## src/sv/etpc_pkg.sv

```systemverilog
`timescale 1ns / 1ps
// ----------------------------------------------------------------------------
// etpc_pkg: shared types and constants for the escape-time pixel color block
// Fixed-point widths, controller states, datapath command/status structs.
// ----------------------------------------------------------------------------
package etpc_pkg;

    // fraction bits of the point coordinates and of z
    localparam int FRAC_BITS = 28;
    localparam int CW = 32;                       // input coordinate width

    // multiplier operand: |z| < 2.0 once it reaches the multipliers
    localparam int OPW = FRAC_BITS + 2;
    localparam int PW  = 2 * OPW;                 // full product width

    // z register width: holds z*z terms plus a full-range c
    localparam int ZW = ((FRAC_BITS + 4 > CW) ? FRAC_BITS + 4 : CW) + 2;

    localparam logic [7:0] MAX_ITER = 8'd255;

    // color ramp arithmetic
    localparam int TW = 21;                       // 21*n*(510-n) < 2^21
    localparam logic [TW-1:0] SEG_SPAN  = TW'(65025);

    typedef enum logic [2:0] {
        SEG_RED_UP      = 3'd0,
        SEG_GREEN_UP    = 3'd1,
        SEG_RED_DOWN    = 3'd2,
        SEG_BLUE_UP     = 3'd3,
        SEG_GREEN_DOWN  = 3'd4,
        SEG_RED_UP_BLUE = 3'd5,
        SEG_GREEN_UP_MG = 3'd6
    } seg_t;

    typedef enum logic [2:0] {
        ST_IDLE,
        ST_CHECK,
        ST_UPDATE,
        ST_QSUB,
        ST_OUTPUT
    } ctrl_state_t;

    typedef struct packed {
        logic load;       // capture c, z = c, n = 0
        logic mul;        // register x*x, y*y, 2*x*y
        logic upd;        // z = z*z + c, n++
        logic col_init;   // t = 21*n*(510-n), k = 0
        logic q_sub;      // t -= 65025, k++ mod 7
        logic ramp_load;  // ramp = remainder div 255, by reciprocal
    } dp_cmd_t;

    typedef struct packed {
        logic big;       // |x| or |y| >= 2.0
        logic esc;       // x*x + y*y >= 4.0
        logic n_max;     // n reached the iteration cap
        logic q_ge;      // remainder still >= 65025
    } dp_status_t;

endpackage

```

## src/sv/etpc_ctrl.sv

```systemverilog
`timescale 1ns / 1ps
// ----------------------------------------------------------------------------
// etpc_ctrl: sequencer for the escape-time block
// Steps the datapath through iteration, color ramp and result hand-off.
// ----------------------------------------------------------------------------
module etpc_ctrl
    import etpc_pkg::*;
(
    input  logic       clk,
    input  logic       rst_n,
    input  logic       in_valid,
    output logic       in_ready,
    input  dp_status_t status,
    input  logic       out_free,
    output dp_cmd_t    cmd,
    output logic       out_load
);

    ctrl_state_t state_reg, state_next;

    always_ff @(posedge clk or negedge rst_n)
    begin
        if (!rst_n)
        begin
            state_reg <= ST_IDLE;
        end
        else
        begin
            state_reg <= state_next;
        end
    end

    always_comb
    begin
        state_next = state_reg;
        cmd        = '0;
        in_ready   = 1'b0;
        out_load   = 1'b0;
        case (state_reg)
            ST_IDLE:
            begin
                in_ready = 1'b1;
                if (in_valid)
                begin
                    cmd.load   = 1'b1;
                    state_next = ST_CHECK;
                end
            end
            ST_CHECK:
            begin
                if (status.n_max || status.big)
                begin
                    cmd.col_init = 1'b1;
                    state_next   = ST_QSUB;
                end
                else
                begin
                    cmd.mul    = 1'b1;
                    state_next = ST_UPDATE;
                end
            end
            ST_UPDATE:
            begin
                if (status.esc)
                begin
                    cmd.col_init = 1'b1;
                    state_next   = ST_QSUB;
                end
                else
                begin
                    cmd.upd    = 1'b1;
                    state_next = ST_CHECK;
                end
            end
            ST_QSUB:
            begin
                if (status.q_ge)
                begin
                    cmd.q_sub = 1'b1;
                end
                else
                begin
                    cmd.ramp_load = 1'b1;
                    state_next    = ST_OUTPUT;
                end
            end
            ST_OUTPUT:
            begin
                if (out_free)
                begin
                    out_load   = 1'b1;
                    state_next = ST_IDLE;
                end
            end
            default:
            begin
                state_next = ST_IDLE;
            end
        endcase
    end

endmodule

```

## config.mk

```make
export PLATFORM = sky130hd
export DESIGN_NAME = etpc_ctrl
export DESIGN_NICKNAME = d
export VERILOG_FILES = /design/src/sv/etpc_pkg.sv /design/src/sv/etpc_ctrl.sv
export SDC_FILE = /design/constraint.sdc
export NUM_CORES = 1
export LEC_CHECK = 0
export BUFFER_PORTS_ARGS = -buffer_cell sky130_fd_sc_hd__buf_4
export CELL_PAD_IN_SITES_DETAIL_PLACEMENT = 1
export CELL_PAD_IN_SITES_GLOBAL_PLACEMENT = 1
export CORE_AREA = 2 2 39 41
export DETAILED_ROUTE_END_ITERATION = 10
export DIE_AREA = 0 0 41 43
export PLACE_DENSITY = 0.59
export SLEW_MARGIN = 10
export SYNTH_ARGS = -nofsm -noshare
export SYNTH_HDL_FRONTEND = slang
export SYNTH_SLANG_ARGS = --single-unit
```

## constraint.sdc

```tcl
create_clock -name clk -period 2.5 [get_ports clk]
set_input_delay 0.25 -clock clk [delete_from_list [all_inputs] [get_ports clk]]
set_output_delay 0.25 -clock clk [all_outputs]
set_load 0.01 [all_outputs]
```

==> results.rst <==
.. list-table::
   :header-rows: 1

   * - Metric
     - Value
   * - GRT Util Overall
     - 0.0905
   * - Distinct cell type count after synthesis
     - 18
   * - Total iterations of the first detailed-routing run
     - 2
   * - Leading cell type in the layout, fill and taps excluded
     - sky130_fd_sc_hd__buf_4
   * - DRC violation total after the first TritonRoute iteration
     - 3
   * - Clock tree from TritonCTS
     - done
   * - Endpoints failing hold
     - 0
   * - Post-synthesis area per instance
     - about 9.4 um2
   * - Nets
     - between 50 and 60
   * - Max Cap Viol
     - 0
   * - Area enclosed by the die boundary
     - 0.00176 mm2
   * - Clk pin slew, worst setup/hold paths
     - 0.04 ns
   * - Sequential fraction of the synthesis area
     - 0.296
   * - Layout cells sized above 1
     - 0.533
   * - Warnings from Yosys
     - 0
   * - Required time of the worst setup path
     - 2.25 ns
   * - Post-Syn Instances
     - 27
   * - Critical R2R Launch
     - state_reg[1]
   * - Fin crit period
     - ~1.5 ns
   * - Antenna diode count
     - 0
   * - First-pass GRT wire length
     - 1080 um
   * - Number of flip-flops under the largest register name
     - 3
   * - Post-synth design cell area
     - about 250 um2
   * - Total power divided by cell area
     - 1080 mW/mm2
   * - Row count
     - 14
   * - Fraction of the cycle the final worst path needs
     - 0.618
   * - Drt wl/cell
     - 9.79 um
   * - Antenna violations before repair
     - 0
   * - Routability cong.
     - roughly 0.65
   * - Actual transition at the worst max-transition pin
     - 0.374 ns
   * - Worst Setup End Kind
     - output pin
   * - Crit path arrival time
     - 1.29 ns
   * - Summed negative setup slack over all endpoints
     - 0 ns
   * - Source-to-sink clock delay at the later pin of the worst-skew pair
     - ~0.23 ns
   * - Overall overflow remaining after global route
     - 0
   * - Final core utilization
     - 0.289
   * - Max Fclk
     - 647 MHz
   * - Setup Crit Path Kind
     - flip-flop to output pin
   * - Critical Path Fanout Max
     - 9
   * - Critical path destination
     - cmd[3]
   * - Slew headroom
     - 0.750
   * - Std-Cell Core Area
     - around 0.0014 mm2
   * - Number of H-tree levels
     - 1
   * - Number of cells traversed by the worst register-to-register path
     - 2
   * - Worst setup path startpoint
     - state_reg[1]
   * - Sort of element at the start of the critical path
     - flip-flop
   * - Root buf cell
     - sky130_fd_sc_hd__clkbuf_4
   * - Die height
     - 43 um
   * - Number of global-route vias before repair
     - between 200 and 300
   * - Clock tree sinks
     - 3
   * - Maximum buffer depth of the clock tree
     - 2
   * - Total number of vias
     - 250
   * - Critical register-to-register path endpoint
     - state_reg[0]
   * - Hold Crit Class
     - input pin to flip-flop
   * - Drt drc
     - 0
   * - Post-synth net total
     - 35
   * - Total of endpoints with negative setup slack in the final report
     - 0
   * - Detailed placer's ending HPWL
     - 452 um
   * - Area overhead of the layout relative to synthesis
     - 57.6%
   * - Count of buffers added by post-CTS timing repair for setup
     - 0
   * - Vias per std cell
     - 4.10
   * - Largest voltage drop on the vdd net
     - 256 uV
   * - Outcome
     - completed
   * - Register bit total from synthesis
     - 3
   * - Die width
     - 41 um
   * - Worst clock skew on the final layout
     - 0.000569 ns
   * - Wirelength, routed
     - 597 um
   * - Number of primary I/O pins
     - 16
   * - Clock buffer count from CTS
     - 3
   * - Number of antenna-violating nets in the routed design
     - 0
   * - Initial Utilization
     - 0.184
   * - Pin count of the biggest net entering global routing
     - 10
   * - Highest-count cells in the layout ignoring fill and taps
     - sky130_fd_sc_hd__buf_4, sky130_fd_sc_hd__nor2_1, sky130_fd_sc_hd__nand2_1, sky130_fd_sc_hd__clkbuf_4, sky130_fd_sc_hd__dfrtp_1
   * - Pins Over Slew Limit
     - 0
   * - Reported leakage power
     - 0.189 nW
   * - Register-to-register setup slack
     - 1.47 ns
   * - RSZ-0062 raised after global routing
     - no
   * - Input/output buffers
     - 15
routing by layer:
layer  part of all wire  up-vias  GRT usage  routed length [um]
li1                   -      132          -                   -
met1               0.44      110      0.133                 261
met2               0.49        8      0.106                 295
met3              0.067        0     0.0157                  40
met4                  0        0     0.0800                   0
met5                  0        -          0                   0
worst min-delay path by stage:
stage | startpoint | end | slack, ns | depth (start not counted)
4_1_cts | out_free | state_reg[2] | 0.20 | 2
5_1_grt | out_free | state_reg[2] | 0.23 | 2
3_3_place_gp | rst_n | state_reg[2] | 0.04 | 1
6_report | out_free | state_reg[2] | 0.21 | 2
2_1_floorplan | rst_n | state_reg[0] | -0.05 | 0
3_5_place_dp | rst_n | state_reg[2] | 0.04 | 1
what timing repair did:
| item | in CTS | in global routing |
|---|---|---|
| hold buffers | 1 | 0 |
| hold endpoints to repair | 3 | 0 |
| gates resized for setup | 0 | 0 |
worst max-delay path, stage by stage (launching register included):
cell                      delay [ns]
sky130_fd_sc_hd__dfrtp_1        0.54
sky130_fd_sc_hd__inv_1          0.12
sky130_fd_sc_hd__nor4_2         0.25
sky130_fd_sc_hd__buf_4          0.16
Yosys cell counts, drive strengths merged:
library cell,n,share of area
a21oi,2,0.039
nand2b,2,0.11
and3,1,0.025
o22ai,1,0.025
o31ai,1,0.049
nor4,2,0.074
nor2,3,0.044
inv,1,0.015
buf,2,0.089
nand2,3,0.044
dfrtp,3,0.30
a211oi,1,0.049
nor3,2,0.059
nand3b,1,0.030
and2,1,0.025
o211ai,1,0.030
power by group:
group / total (mW) / internal, mW / switching (mW) / leakage, nW
Sequential: 0.139 / 0.0706 / 0.0682 / 0.0363
Clock: 0.0841 / 0.0598 / 0.0243 / 0.0150
Combinational: 0.208 / 0.119 / 0.0894 / 0.138
area by class of cell:
| cell class | count | area (um2) |
|---|---|---|
| flip-flops and latches | 3 | 75.1 |
| fillers | 174 | 983 |
| repair buffers | 16 | 123 |
| inverters | 1 | 3.75 |
| well taps | 16 | 20.0 |
| clock buffers | 4 | 26.3 |
| multi-input cells | 21 | 153 |
kinds of logic after synthesis:
family                 synth area share
AO/OA/AOI/OAI                     0.192
buffers and inverters             0.103
flip-flops                        0.296
AND/OR/NAND/NOR                   0.409
metrics by stage:
| step | instance area, um2 | setup slack (ns) | cells | hold WS, ns | power (mW) |
|---|---|---|---|---|---|
| after floorplan | 254 | 1.29 | 27 | -0.0456 | 0.292 |
| after global placement | 364 | 1.21 | 56 | 0.0404 | 0.351 |
| after detailed placement | 364 | 1.18 | 56 | 0.0395 | 0.350 |
| after CTS | 400 | 0.929 | 61 | 0.200 | 0.441 |
| after global routing | 400 | 0.791 | 61 | 0.225 | 0.478 |
| final | 400 | 0.955 | 61 | 0.208 | 0.431 |
No activity file was read; power rests on OpenSTA's default activity.
